## src/spdo_pkg.sv

```systemverilog
// package for the safety pdo consumer monitor
// action codes, error codes, record type and controller states; no dependencies
package spdo_pkg;

  localparam int unsigned NumConnectionsDefault = 16;

  typedef enum logic [2:0] {
    ACT_RESET   = 3'd0,
    ACT_SYNC_OK = 3'd1,
    ACT_FRAME   = 3'd2,
    ACT_TIMEOUT = 3'd3,
    ACT_SYNC_NG = 3'd4,
    ACT_COUNT   = 3'd5,
    ACT_STATUS  = 3'd6,
    ACT_UNUSED  = 3'd7
  } action_t;

  typedef enum logic [1:0] {
    ERR_NONE      = 2'd0,
    ERR_TIMER     = 2'd1,
    ERR_TOO_SHORT = 2'd2,
    ERR_TOO_LONG  = 2'd3
  } err_t;

  localparam int unsigned RegControlTime = 0;
  localparam int unsigned RegMinDelay    = 1;
  localparam int unsigned RegMaxDelay    = 2;

  localparam logic [15:0] HalfRange16 = 16'h8000;

  typedef struct packed {
    logic        safe_flag;
    logic        count_check_on;
    logic [15:0] last_count;
    logic        synced;
    logic [15:0] cons_reference;
    logic [15:0] prod_reference;
    logic [15:0] stored_sync_delay;
    logic [31:0] deadline;
    logic [15:0] prod_delta;
    logic        conn_valid;
  } rec_t;

  typedef enum logic [1:0] {
    ST_IDLE,
    ST_READ,
    ST_OUT
  } state_t;

endpackage

```

## src/safety_pdo_consumer_monitor.sv

```systemverilog
// top level of the safety pdo consumer monitor: record memory, action logic, output register
// depends on spdo_pkg
//
//  channel | valid     | stall      | payload
//  in      | in_valid  | in_stall   | action .. sync_delay
//  out     | out_valid | out_stall  | to_defaults .. last_sync_delay
//  cfg     | cfg_we    | -          | cfg_index, cfg_data
//
// an item is accepted, then its connection record is read from the single-port record
// memory, then the record is modified, written back and the output register loaded;
// the result is loaded at the writeback, which waits while the output register is stalled.
// an item is taken while the previous result waits in the output register.
// reset marks every record invalid; an invalid record reads as all zeros with the safe flag set.
// a stalled output register holds; the next item's writeback waits until it is free.
module safety_pdo_consumer_monitor #(
  parameter int unsigned NUM_CONNECTIONS = spdo_pkg::NumConnectionsDefault
) (
  input  logic        clk,
  input  logic        rst,
  input  logic        cfg_we,
  input  logic [1:0]  cfg_index,
  input  logic [15:0] cfg_data,
  input  logic        in_valid,
  output logic        in_stall,
  input  logic [2:0]  action,
  input  logic [3:0]  connection,
  input  logic [31:0] now_time,
  input  logic [15:0] frame_count,
  input  logic        frame_conn_flag,
  input  logic        payload_fits,
  input  logic [15:0] consumer_ref,
  input  logic [15:0] producer_ref,
  input  logic [15:0] sync_delay,
  output logic        out_valid,
  input  logic        out_stall,
  output logic        to_defaults,
  output logic        data_taken,
  output logic        in_safe_state,
  output logic        sync_good,
  output logic        link_valid,
  output logic [1:0]  error_code,
  output logic [15:0] measured_delay,
  output logic        count_ok,
  output logic        status_valid,
  output logic [15:0] producer_delta,
  output logic [31:0] data_age,
  output logic [15:0] last_sync_delay
);
  import spdo_pkg::*;

  localparam int unsigned AW = (NUM_CONNECTIONS > 1) ? $clog2(NUM_CONNECTIONS) : 1;

  logic [15:0] control_time, min_delay, max_delay;

  always_ff @(posedge clk) begin
    if (rst) begin
      control_time <= '0;
      min_delay    <= '0;
      max_delay    <= 16'hffff;
    end else if (cfg_we) begin
      case (cfg_index)
        2'(RegControlTime): control_time <= cfg_data;
        2'(RegMinDelay):    min_delay    <= cfg_data;
        2'(RegMaxDelay):    max_delay    <= cfg_data;
        default: ;
      endcase
    end
  end

  state_t state, state_next;

  // captured item
  action_t     act;
  logic        in_range;
  logic [AW-1:0] addr;
  logic [31:0] now_q;
  logic [15:0] fc_q, cref_q, pref_q, sdel_q;
  logic        fflag_q, fits_q;

  rec_t mem [NUM_CONNECTIONS];
  rec_t rd_data;
  logic [NUM_CONNECTIONS-1:0] rec_ok;
  logic rd_ok;

  logic accept, wb;
  assign accept   = in_valid && !in_stall;
  assign in_stall = (state != ST_IDLE);
  assign wb       = (state == ST_OUT) && !(out_valid && out_stall);

  always_ff @(posedge clk) begin
    if (rst) state <= ST_IDLE;
    else     state <= state_next;
  end

  always_comb begin
    state_next = state;
    case (state)
      ST_IDLE: if (accept) state_next = ST_READ;
      ST_READ: state_next = ST_OUT;
      ST_OUT:  if (wb) state_next = ST_IDLE;
      default: state_next = ST_IDLE;
    endcase
  end

  always_ff @(posedge clk) begin
    if (accept) begin
      act      <= action_t'(action);
      in_range <= ({28'd0, connection} < 32'(NUM_CONNECTIONS));
      addr     <= AW'(connection);
      now_q    <= now_time;
      fc_q     <= frame_count;
      fflag_q  <= frame_conn_flag;
      fits_q   <= payload_fits;
      cref_q   <= consumer_ref;
      pref_q   <= producer_ref;
      sdel_q   <= sync_delay;
    end
  end

  rec_t rec_new;
  logic do_write;
  assign do_write = wb && in_range;

  always_ff @(posedge clk) begin
    if (state == ST_READ) rd_data <= mem[addr];
    if (do_write) mem[addr] <= rec_new;
  end

  always_ff @(posedge clk) begin
    if (rst) rec_ok <= '0;
    else if (do_write) rec_ok[addr] <= 1'b1;
  end

  always_ff @(posedge clk) begin
    if (state == ST_READ) rd_ok <= rec_ok[addr];
  end

  rec_t r;
  always_comb begin
    if (rd_ok) r = rd_data;
    else begin
      r = '0;
      r.safe_flag = 1'b1;
    end
  end

  // action logic
  logic        o_def, o_taken, o_cok, o_sval;
  err_t        o_err;
  logic [15:0] o_mdel, o_pdelta, o_ldel;
  logic [31:0] o_age;
  logic [15:0] dcons, dprod, pd, fdiff;
  logic [31:0] tdiff;

  always_comb begin
    dcons = now_q[15:0] - r.cons_reference;
    dprod = fc_q - r.prod_reference;
    pd    = dcons - dprod;
    fdiff = fc_q - r.last_count;
    tdiff = now_q - r.deadline;
    rec_new  = r;
    o_def    = 1'b0;
    o_taken  = 1'b0;
    o_cok    = 1'b0;
    o_sval   = 1'b0;
    o_err    = ERR_NONE;
    o_mdel   = '0;
    o_pdelta = '0;
    o_ldel   = '0;
    o_age    = '0;
    case (act)
      ACT_RESET: begin
        rec_new.safe_flag      = 1'b1;
        rec_new.count_check_on = 1'b0;
        rec_new.last_count     = '0;
        rec_new.synced         = 1'b0;
        rec_new.cons_reference = '0;
        rec_new.prod_reference = '0;
        rec_new.deadline       = '0;
      end
      ACT_SYNC_OK: begin
        rec_new.cons_reference    = cref_q;
        rec_new.prod_reference    = pref_q;
        rec_new.stored_sync_delay = sdel_q;
        rec_new.synced            = 1'b1;
      end
      ACT_FRAME, ACT_TIMEOUT, ACT_SYNC_NG: begin
        if (act == ACT_SYNC_NG || r.safe_flag) rec_new.conn_valid = 1'b0;
        else if (act == ACT_FRAME)             rec_new.conn_valid = fflag_q;
        if (r.safe_flag) o_def = 1'b1;
        if (act == ACT_FRAME) begin
          if (r.synced) begin
            o_mdel = pd;
            if (pd < min_delay || dprod > dcons) begin
              o_err = ERR_TOO_SHORT;
              o_def = 1'b1;
              rec_new.count_check_on = 1'b0;
              rec_new.synced         = 1'b0;
              rec_new.safe_flag      = 1'b1;
            end else if (pd <= max_delay) begin
              if (!r.count_check_on) begin
                // first frame after sync only arms the counter check
                o_def = 1'b1;
                rec_new.count_check_on = 1'b1;
                rec_new.last_count     = fc_q;
                rec_new.safe_flag      = 1'b1;
              end else if (fits_q) begin
                rec_new.prod_delta = fdiff;
                rec_new.last_count = fc_q;
                rec_new.deadline   = now_q + {16'd0, control_time};
                rec_new.safe_flag  = 1'b0;
                o_taken = 1'b1;
              end
            end else begin
              o_err = ERR_TOO_LONG;
            end
          end
        end else if (!r.safe_flag) begin
          if (act == ACT_SYNC_NG || !tdiff[31]) begin
            if (act != ACT_SYNC_NG) o_err = ERR_TIMER;
            o_def = 1'b1;
            rec_new.count_check_on = 1'b0;
            rec_new.synced         = 1'b0;
            rec_new.safe_flag      = 1'b1;
          end
        end
      end
      ACT_COUNT: begin
        o_cok = !r.count_check_on || (fc_q != r.last_count && fdiff < HalfRange16);
      end
      ACT_STATUS: begin
        if (r.synced && !r.safe_flag) begin
          o_sval   = 1'b1;
          o_pdelta = r.prod_delta;
          o_age    = now_q - (r.deadline - {16'd0, control_time});
          o_ldel   = r.stored_sync_delay;
        end
      end
      default: ;
    endcase
  end

  always_ff @(posedge clk) begin
    if (rst) out_valid <= 1'b0;
    else if (wb) out_valid <= 1'b1;
    else if (!out_stall) out_valid <= 1'b0;
  end

  always_ff @(posedge clk) begin
    if (wb) begin
      if (in_range) begin
        to_defaults     <= o_def;
        data_taken      <= o_taken;
        in_safe_state   <= rec_new.safe_flag;
        sync_good       <= rec_new.synced;
        link_valid      <= rec_new.conn_valid;
        error_code      <= o_err;
        measured_delay  <= o_mdel;
        count_ok        <= o_cok;
        status_valid    <= o_sval;
        producer_delta  <= o_pdelta;
        data_age        <= o_age;
        last_sync_delay <= o_ldel;
      end else begin
        to_defaults     <= 1'b0;
        data_taken      <= 1'b0;
        in_safe_state   <= 1'b0;
        sync_good       <= 1'b0;
        link_valid      <= 1'b0;
        error_code      <= ERR_NONE;
        measured_delay  <= '0;
        count_ok        <= 1'b0;
        status_valid    <= 1'b0;
        producer_delta  <= '0;
        data_age        <= '0;
        last_sync_delay <= '0;
      end
    end
  end

  // a result is loaded only at the end of an item's read-modify-write
  a_load_after_read: assert property (@(posedge clk) disable iff (rst)
    wb |-> $past(state) == ST_READ || $past(state) == ST_OUT)
    else $error("result loaded without a record read");

  // input is closed while an item is in flight
  a_no_overlap: assert property (@(posedge clk) disable iff (rst)
    (state == ST_READ || state == ST_OUT) |-> in_stall)
    else $error("item accepted while another is in flight");

  // data taken means the record left the safe state
  a_taken_safe: assert property (@(posedge clk) disable iff (rst)
    (out_valid && data_taken) |-> !in_safe_state && error_code == ERR_NONE)
    else $error("data taken while in safe state");

endmodule

```

## config.mk

```make
export PLATFORM = sky130hd
export DESIGN_NAME = safety_pdo_consumer_monitor
export DESIGN_NICKNAME = d
export VERILOG_FILES = /design/src/spdo_pkg.sv /design/src/safety_pdo_consumer_monitor.sv
export SDC_FILE = /design/constraint.sdc
export NUM_CORES = 2
export LEC_CHECK = 0
export BUFFER_PORTS_ARGS = -buffer_cell sky130_fd_sc_hd__buf_2
export CAP_MARGIN = 30
export CORE_MARGIN = 2
export CORE_UTILIZATION = 56
export CTS_CLUSTER_SIZE = 8
export DETAILED_ROUTE_END_ITERATION = 10
export HOLD_SLACK_MARGIN = 0.08
export PLACE_DENSITY = 0.8
export REMOVE_ABC_BUFFERS = 1
export SLEW_MARGIN = 20
export SYNTH_ARGS = -nofsm -noshare
export SYNTH_HDL_FRONTEND = slang
export SYNTH_SLANG_ARGS = --single-unit
```

## constraint.sdc

```tcl
create_clock -name clk -period 13.8 [get_ports clk]
set_input_delay 0 -clock clk [delete_from_list [all_inputs] [get_ports clk]]
set_output_delay 0 -clock clk [all_outputs]
set_load 0.02 [all_outputs]
```

==> flow_metrics.tcl <==
set metrics [dict create \
    status "finished, final reports clean" \
    gp_congestion 0.923 \
    drt.antenna.violating_nets 0 \
    synth_edf_count 2167 \
    endpoint_kind "flip-flop" \
    holdPathEnd "control_time[3]" \
    crit_path_frequent_cell "nand2_1" \
    maxCapViolCount 0 \
    clkTransAtPathRegs_ns 0.05 \
    multi_input_area_mm2 0.0235 \
    hold_class "input pin to flip-flop" \
    setup_violations 0 \
    cp_data_arrival_time_ns 9.65 \
    dieArea_mm2 0.166 \
    synth.distinct_cells 75 \
    timing.clock.skew_ns 0.0743 \
    grt_overflow_total 0 \
    viasPerCell 6.74 \
    postLayoutSetupSlackWorst_ns 4.72 \
    worst_setup_path_start_kind "flip-flop" \
    pre_cts_ws_ns 5.07 \
    syn_inst 4680 \
    synthToLayoutAreaGrowth_pct 18.0 \
    insertion_delay_ns 0.95 \
    synthArstFlopShare_pct 0 \
    worst_hold_path.num_cells 5 \
    wire_per_inst_um 33.6 \
    fp-row-count 148 \
    cts_made_buffers 330 \
    ys.flop_type "edfxtp_1" \
    first_iter_violations 8499 \
    critPathMaxFanout 43 \
    r2r_end "mem[11][44]" \
    cts_setup_buffers 0 \
    irDropWorstVdd_uv 148 \
    r2r-start "rd_ok" \
    syn_avg_cell_area_um2 19.5 \
    vias 52100 \
    root_buffer "clkbuf_16" \
    leakage_nw 36.6 \
    cts_tree "built" \
    ys_seq_area_share_pct 72.9 \
    max_slew.worst_pin.slew_ns 1.11 \
    drt_first_pass_iters 7 \
    max_freq_mhz 110 \
    slowest_stage "clkinv_1" \
    drc 0 \
    rsz0062_at_grt "false" \
    drive_above_1_share_pct 25.1 \
    cellPowerDensity_mw_per_mm2 150 \
    regArea_mm2 0.0664 \
    min_from "cfg_we" \
    fillers 9944 \
    layout_commonest_cell "edfxtp_1" \
    hold_violations 0 \
    ios 219 \
    critical_path_class "flip-flop to flip-flop" \
    die_w_um 407 \
    grt_max_degree 103 \
    setup_tns_ns 0 \
    ys_warn_count 0 \
    r2r.worst_path.cells 32 \
    synth-seq-cells 2234 \
    final.period_utilization_pct 65.8 \
    yosysTopAreaCell "edfxtp_1" \
    relSlewSlack_pct 25.9 \
    maxSlewViolCount 0 \
    period_needed_ns 9.08 \
    grt_antenna_before_repair 15 \
    cts.sinks 2234 \
    yosysTopAreaCellShare_pct 71.4 \
    grt_pass1_vias 53700 \
    cts_htree_levels 5 \
    clockBufferDepth 4 \
    final_cell_mix "2,167 x edfxtp_1, 585 x mux4_2, 335 x clkbuf_16" \
    num-nets-final 5814 \
    core-area_mm2 0.162 \
    wirelength_um 260000 \
    dp_hpwl_um 136000 \
    grtUsageTotal_pct 31.3 \
    grt_pass1_wl_um 373000 \
    critical_path.max_stage_delay_ns 0.75 \
    syn_area_mm2 0.0911 \
    worstPathRequired_ns 14.38 \
    portBuffers 218 \
    start_util_pct 56.1 \
    synthTopCellsByArea "edfxtp_1 71%, mux4_2 14%, ha_1 2.3%" \
    rrSetupSlack_ns 4.72 \
    die_h_um 407 \
]
==> power by group <==
| part | total [mW] | switching, mW | internal (mW) |
|---|---|---|---|
| clock | 7.04 | 2.74 | 4.30 |
| sequential | 7.62 | 0.0655 | 7.55 |
| combinational | 1.48 | 0.876 | 0.604 |
| total | 16.1 | 3.68 | 12.5 |
==> per-layer routing <==
metal	wire (um)	vias to the layer above	GRT usage, %
li1	-	20500	-
met1	87400	26300	40.5
met2	125000	4466	49.7
met3	34700	868	8.59
met4	12500	22	14.7
met5	173	-	0
==> area by class of cell <==
class                           count  share of cell area, %
Sequential cell                  2234                   61.8
Multi-Input combinational cell   2071                   21.8
Clock buffer                      385                   7.97
Timing Repair Buffer              671                   5.14
Tap cell                         2175                   2.53
Inverter                          179                  0.625
Clock inverter                      9                 0.0861
Antenna cell                        6                 0.0140
==> stage by stage <==
| stage | power [mW] | std cells | hold slack [ns] | util [%] | area (um^2) |
|---|---|---|---|---|---|
| 2_1_floorplan | 8.90 | 4484 | 0.0691 | - | 90300 |
| 3_3_place_gp | 9.03 | 7002 | 0.177 | 58.7 | 95300 |
| 3_5_place_dp | 9.08 | 7020 | 0.178 | 58.9 | 95600 |
| 4_1_cts | 16.1 | 7685 | 0.157 | 65.9 | 107000 |
| 5_1_grt | 16.5 | 7724 | 0.230 | 66.2 | 107000 |
| 6_report | 16.1 | 7730 | 0.210 | 66.3 | 107000 |
==> cell usage after synthesis (all sizes together), types with 19 or more instances <==
cell type and count:
edfxtp 2167, mux4 585, nand2 296, inv 179, ha 171, nor2 162, clkbuf 130, a21oi 122
o21ai 111, dfxtp 67, buf 66, xnor2 57, a21o 45, xor2 45, and2 33, nand3 31
a22o 28, fa 28, nor3 28, nor2b 27, o21a 27, o22ai 24, nand2b 23, a211o 19
==> logic make-up after synthesis <==
group                    count (synthesis)  synth area share (%)
XOR/XNOR                               102                 0.981
multiplexers                           593                  14.6
AO/OA/AOI/OAI                          495                  3.59
buffers and inverters                  375                  1.57
AND/OR/NAND/NOR                        682                  3.42
adder cells (fa/ha/maj)                199                  2.96
flip-flops                            2234                  72.9
==> worst max-delay path: cells and delay by family, from the launching register on <==
kind	cells	cell delay, ns
AO/OA/AOI/OAI	12	2.55
XOR/XNOR	2	0.55
adder cells (fa/ha/maj)	3	1.10
buffers and inverters	5	2.96
flip-flops	1	0.36
AND/OR/NAND/NOR	10	1.12
==> registers in the layout, summed over array words and instances, names as in the netlist, 2 cells and up <==
name / count
error_code: 2
measured_delay: 16
rd_data: 116
pref_q: 16
fc_q: 16
now_q: 32
addr: 4
act: 3
control_time: 16
last_sync_delay: 16
cref_q: 16
sdel_q: 16
data_age: 32
min_delay: 16
rec_ok: 16
max_delay: 16
mem: 1856
state: 2
producer_delta: 16
==> worst max-delay path by stage <==
stage                       start     endpoint  slack [ns]
after floorplan           addr[0]    mem[4][0]      -39.87
after global placement      rd_ok   mem[4][43]        5.33
after detailed placement    rd_ok  mem[14][33]        5.07
after CTS                   rd_ok  mem[11][44]        4.99
after global routing        rd_ok   mem[2][40]        4.41
final                       rd_ok  mem[11][44]        4.72
==> timing repair <==
| action | in CTS | in global routing |
|---|---|---|
| resized for setup | 0 | 0 |
| endpoints found under the hold margin | 206 | 0 |
| hold buffers | 271 | 0 |
(Power assumes the default switching activity.)
